## config.mk

```make
export PLATFORM = sky130hd
export DESIGN_NAME = smeu_mul
export DESIGN_NICKNAME = d
export VERILOG_FILES = /design/src/sv/smeu_pkg.sv /design/src/sv/smeu_mul.sv
export SDC_FILE = /design/constraint.sdc
export NUM_CORES = 2
export LEC_CHECK = 0
export CORE_MARGIN = 4
export CORE_UTILIZATION = 48
export DETAILED_ROUTE_END_ITERATION = 8
export DONT_BUFFER_PORTS = 1
export PLACE_DENSITY = 0.64
export SETUP_SLACK_MARGIN = 0.3
export SLEW_MARGIN = 25
export SYNTH_ARGS = -nofsm -noshare
export SYNTH_HDL_FRONTEND = slang
export SYNTH_SLANG_ARGS = --single-unit
```

## constraint.sdc

```tcl
create_clock -name clk -period 12.5 [get_ports clk]
set_clock_uncertainty 0.05 [all_clocks]
set_input_delay 2.5 -clock clk [delete_from_list [all_inputs] [get_ports clk]]
set_output_delay 2.5 -clock clk [all_outputs]
set_load 0.05 [all_outputs]
```

## src/sv/smeu_pkg.sv

```systemverilog
// Shared types and codes for the stack machine execute unit.
// No dependencies; imported by the top level, the multiplier and the checker.
package smeu_pkg;

    localparam int STACK_DEPTH_DEF = 256;
    localparam int WORD_W          = 64;

    typedef logic [WORD_W-1:0] word_t;

    typedef enum logic [3:0] {
        KIND_NOP    = 4'd0,
        KIND_PUSH   = 4'd1,
        KIND_ADD    = 4'd2,
        KIND_DUP    = 4'd3,
        KIND_DROP   = 4'd4,
        KIND_MUL    = 4'd5,
        KIND_EQ     = 4'd6,
        KIND_READ   = 4'd7,
        KIND_WRITE  = 4'd8,
        KIND_JUMP   = 4'd9,
        KIND_BRANCH = 4'd10,
        KIND_HALT   = 4'd11
    } kind_t;

    typedef enum logic [2:0] {
        ST_OK     = 3'd0,
        ST_UNDER  = 3'd1,
        ST_OVER   = 3'd2,
        ST_RANGE  = 3'd3,
        ST_HALTED = 3'd4
    } status_t;

endpackage

```

## src/sv/smeu_mul.sv

```systemverilog
// Iterative 64-bit multiplier keeping the low product: one 32x32 partial product per cycle.
// Depends on smeu_pkg.
module smeu_mul
    import smeu_pkg::*;
(
    input  logic  clk,
    input  logic  rst_n,
    input  logic  start,
    input  word_t op_a,
    input  word_t op_b,
    output logic  done,
    output word_t product
);

    localparam int HALF_W = WORD_W / 2;

    word_t             a_reg;
    word_t             b_reg;
    word_t             prod_reg;
    word_t             acc_reg;
    logic [1:0]        step_reg;
    logic              busy_reg;
    logic              done_reg;
    logic [HALF_W-1:0] a_half;
    logic [HALF_W-1:0] b_half;
    word_t             mult_out;
    word_t             acc_next;

    // step 0: lo*lo, step 1: lo*hi, step 2: hi*lo; the high*high term falls off the top
    always_comb
    begin
        a_half   = (step_reg == 2'd2) ? a_reg[WORD_W-1:HALF_W] : a_reg[HALF_W-1:0];
        b_half   = (step_reg == 2'd1) ? b_reg[WORD_W-1:HALF_W] : b_reg[HALF_W-1:0];
        mult_out = a_half * b_half;
        if (step_reg == 2'd1)
        begin
            acc_next = prod_reg;
        end
        else
        begin
            acc_next = acc_reg + {prod_reg[HALF_W-1:0], {HALF_W{1'b0}}};
        end
    end

    always_ff @(posedge clk or negedge rst_n)
    begin
        if (!rst_n)
        begin
            step_reg <= 2'd0;
            busy_reg <= 1'b0;
            done_reg <= 1'b0;
        end
        else if (start)
        begin
            step_reg <= 2'd0;
            busy_reg <= 1'b1;
            done_reg <= 1'b0;
        end
        else if (busy_reg)
        begin
            step_reg <= step_reg + 2'd1;
            if (step_reg == 2'd3)
            begin
                busy_reg <= 1'b0;
                done_reg <= 1'b1;
            end
        end
    end

    always_ff @(posedge clk)
    begin
        if (start)
        begin
            a_reg <= op_a;
            b_reg <= op_b;
        end
        else if (busy_reg)
        begin
            prod_reg <= mult_out;
            if (step_reg != 2'd0)
            begin
                acc_reg <= acc_next;
            end
        end
    end

    assign done    = done_reg;
    assign product = acc_reg;

endmodule

```

; After elaboration in Yosys (flattened, before gate mapping)
; Cells that the tools add are included.
[word_totals]
register_bits = 260
n_memories = 0
out_inout_bits = 65
mem_bits_rw = 0
wordCells = 31
latch_bits = 0
rom_bits = 0
[op_classes]
order_cmp = 0
reduce_logical = 6
n_div = 0
n_shift = 0
eq_ne = 3
addsub = 2
mul = 1
n_bitwise = 1
muxes = 11
[ops]
columns = cell, count
row1 = 64-bit adder, 1
row2 = 32-bit by 32-bit multiplier with 64-bit output, 1
row3 = 32-bit two-way mux, 2
row4 = 64-bit two-way mux, 1
row5 = 1-bit two-way mux, 6
row6 = 2-bit nonzero test, 3
row7 = 2-bit equality test (second input constant), 2
row8 = 2-bit two-way mux, 2
row9 = 2-bit AND reduction, 2
row10 = 3-bit AND reduction, 1
row11 = 2-bit by 1-bit adder with 2-bit output (second input constant), 1
row12 = 2-bit by 1-bit equality test with 1-bit output (second input constant), 1
row13 = 1-bit inverter, 1

; Longest topological paths before layout
[logic_depth]
ltp_word = 4
depth_mapped = 35
mapped_depth_nobuf = 30

; Worst setup path after synthesis
; OpenSTA, ideal clock, no wires.
[synth_timing]
path_type = register to register
from = register step_reg[1]
to = register prod_reg[62], data pin
period_less_slack_ns = 8.978
setup_time_ns = 0.270
slack_ns = 3.522
n_path_buf = 5
required_time_ns = 12.180
arrival_time_ns = 8.658
stages_incl_launch_ff = 32
cell_sequence = dfrtp_1 inv_1 ha_1 clkbuf_1 buf_1 buf_1 mux2i_1 clkbuf_1 nor2_1 fa_1 inv_1 fa_1 fa_1 inv_1 fa_1 inv_1 fa_1 inv_1 fa_1 fa_1 fa_1 ha_1 buf_2 nand4_1 nor4b_2 inv_1 o221ai_2 o211ai_1 a21oi_2 a31oi_1 o41ai_2 xor2_1
[synth_via]
elab_chain_cells = 3
[synth_rtl]
columns = item, line
row1 = start: declaration, smeu_mul.sv:21  ; logic [1:0] step_reg;
row2 = start signal: assignment, smeu_mul.sv:61  ; step_reg <= step_reg + 2'd1;
row3 = 2-bit equality test / 2-bit by 1-bit equality test with 1-bit output (equally long branches), "smeu_mul.sv:32, smeu_mul.sv:33"
row4 = "32-bit two-way mux, on equally long branches", "smeu_mul.sv:32, smeu_mul.sv:33"
row5 = 32-bit by 32-bit multiplier with 64-bit output *, smeu_mul.sv:34  ; mult_out = a_half * b_half;
row6 = named net mult_out[62], smeu_mul.sv:26  ; word_t mult_out;
row7 = end signal: assignment, smeu_mul.sv:79  ; prod_reg <= mult_out;
row8 = end: declaration, smeu_mul.sv:19  ; word_t prod_reg;
; Mark *: on every way through the listed nets, which the timed path passes. The rest lies on a longest branch.
; A chain may end at the register's enable or synchronous reset.

; Worst setup path in the final report
[layout_timing]
from = register step_reg[1]
to = register prod_reg[49], data pin
; Same word-level chain as after synthesis.

==> metrics.yaml <==
status:
  status: "complete, no violations"
clocking:
  clkLatencyLatePin_ps: 620
  cts_resized: 0
  cts_max_path_buffers: 3
  cts.sinks: 260
  cts_tree: "yes"
  cts_buffers: 28
  post_cts_buffers: 0
  h-tree-depth: 1
  cts_root_buf: "clkbuf_16"
  clk_pin_slew_ps: 70
  hold_buffers: 0
hold_path:
  min_to: "product[38]"
  holdPathStages: 2
  hold_class: "reg -> reg"
  hold_path.startpoint: "prod_reg[38]"
critical_path:
  cp_slowest_cell: "mux2i_2"
  worst_path_dominant_cell_family: "adder cells"
  crit_fanout: 30
  cp.depth: 27
  cp-start-kind: "flop"
  worstRegToRegCells: 27
  crit_top_cell: "fa_1"
  path_buf_inv: 6
  crit_type: "reg -> reg"
  r2r-end: "prod_reg[49]"
  slowest_delay_ps: 1010
  worstPathArrival_ps: 10370
  worstSetupEndpointType: "flop"
  r2r_setup_slack_ps: 2480
  r2r_start: "step_reg[1]"
  cp.required_ps: 12850
global_routing:
  grt_max_degree: 135
  grt-ovfl-total: 0
  antenna_found_initial: 3
  grt_pass1_vias: 33190
  track_usage_pct: 29.87
  grt_pass1_wl_mm: 208.8
timing:
  slew_headroom_pct: 23.01
  report.final.slew_viol_count: 0
  fin_crit_sh_pct: 80.17
  period_needed_ps: 10020
  worstMarginPinSlew_ps: 1132
  rsz0062_at_grt: "no"
  tns_ps: 0
  fmaxAchievable_mhz: 99.79
  setup_viol: 0
  finalHoldViolCount: 0
floorplanning:
  die_h_um: 308.3
  die_area_um2: 95040
  die-width_um: 308.3
  rows: 109
  core_um2: 88920
  io_pins: 196
  initial_core_util_pct: 48.68
route:
  ant_nets: 0
  wl_per_cell_um: 25.41
  drc: 0
  drt-pass1-iter-count: 8
  totalWireLength_mm: 139.6
  vias: 31439
  via_per_inst: 5.722
  initialDrtViolationCount: 2395
synthesis:
  synth_cell_types: 71
  syn-num-nets: 5753
  synthCells: 4426
  ys_seq_area_share_pct: 17.99
  synth_area_um2: 43280
  ys_ff_latch: 260
  synth_area_per_cell_um2: 9.779
  ys.flop_type: "edfxtp_1"
  yosys_warnings: 0
  synth_edf_count: 256
  synthArstFlopShare_pct: 1.538
placed_design:
  io_buffers: 0
  dp_hpwl_mm: 108.2
  gp_congestion: 0.9847
finish:
  layout_commonest_cell: "inv_1"
  layout.nets: 5638
  drive_gt1_share_pct: 5.385
  fillers: 8008
  syn_to_final_growth_pct: 5.336
  ff_latch_area_um2: 7787
  multi_input_area_um2: 31570
  layout_common_cells: "908 x inv_1, 897 x fa_1, 615 x nor2_1"
job:
  cap_violations: 0
[worst reg2reg max path: stages (launching register included)]
cell	delay [ps]
dfrtp_1	430
inv_1	170
ha_4	540
mux2i_2	1070
buf_4	370
nor2_1	90
fa_1	540
inv_1	50
fa_1	490
fa_1	450
fa_1	560
inv_1	60
fa_1	500
inv_1	50
fa_1	520
inv_1	50
fa_1	620
fa_1	470
ha_1	390
a21oi_1	200
o21ba_2	230
o21ai_0	110
a211o_1	350
a21oi_2	280
o21ai_1	240
a31oi_1	530
o21ai_1	130
xor2_1	290
[cell type report]
cell class	count	share of cell area (%)
clock inverters	13	0.3952
flip-flops and latches	260	17.08
well taps	1165	3.197
multi-input cells	3052	69.24
diodes	2	0.01098
inverters	909	7.484
repair buffers	60	1.015
clock buffers	33	1.578
[metal layers]
metal / up-vias / part of all wire, % / GRT usage [%]
li1: 13242 / - / -
met1: 16142 / 36 / 36.17
met2: 1609 / 47 / 49.32
met3: 446 / 9.9 / 6.990
met4: 0 / 7.1 / 17.06
met5: - / 0 / 0
[per-stage QoR]
| stage | util [%] | hold slack, ps | setup slack, ps | cell area [um2] | std cells |
|---|---|---|---|---|---|
| detailed placement | 50.26 | 475.8 | 2657 | 44690 | 5446 |
| global placement | 50.25 | 466.2 | 2792 | 44680 | 5446 |
| floorplan | - | 448.4 | 3522 | 43280 | 4426 |
| global route | 51.27 | 519.2 | 2228 | 45590 | 5493 |
| finish | 51.27 | 486.1 | 2479 | 45590 | 5494 |
| CTS | 51.27 | 489.6 | 2652 | 45590 | 5492 |
[cell families (layout without fill, tap and decap cells)]
| family | count (synthesis) | after routing | share of synthesized area (%) |
|---|---|---|---|
| simple gates | 1302 | 1302 | 12.16 |
| fa+ha+maj | 1196 | 1196 | 50.13 |
| buf+inv | 1114 | 1015 | 9.733 |
| compound gates | 335 | 335 | 4.984 |
| flops | 260 | 260 | 17.99 |
| mux | 131 | 131 | 3.223 |
| xor+xnor | 88 | 88 | 1.781 |
| other cells | 0 | 2 | 0 |
[worst max-delay path by stage]
stage | startpoint | end | slack (ps)
3_5_place_dp | step_reg[1] | prod_reg[49] | 2660
3_3_place_gp | step_reg[1] | prod_reg[49] | 2790
5_1_grt | step_reg[1] | prod_reg[53] | 2230
4_1_cts | step_reg[1] | prod_reg[49] | 2650
2_1_floorplan | step_reg[1] | prod_reg[62] | 3520
6_report | step_reg[1] | prod_reg[49] | 2480
[cells in the mapped netlist (10+ instances only)]
cell	instances	area (um2)
a21o_1	57	427.9
a21oi_1	95	475.5
a31oi_1	17	106.4
and2_1	39	244.0
and3_1	14	87.58
buf_1	10	37.54
buf_2	10	50.05
clkbuf_1	181	679.4
edfxtp_1	256	7687
fa_1	897	17960
ha_1	299	3741
inv_1	908	3408
mux2_2	67	754.5
mux2i_1	64	640.6
nand2_1	537	2016
nand3_1	22	110.1
nand4_1	25	156.4
nor2_1	615	2308
nor2b_1	15	93.84
o21ai_0	57	285.3
o21ai_1	27	135.1
o21bai_1	17	127.6
xnor2_1	53	464.2
xor2_1	35	306.5
Power is not shown: default switching activity piles up to over one toggle a cycle in this logic, so the estimate is an artifact.
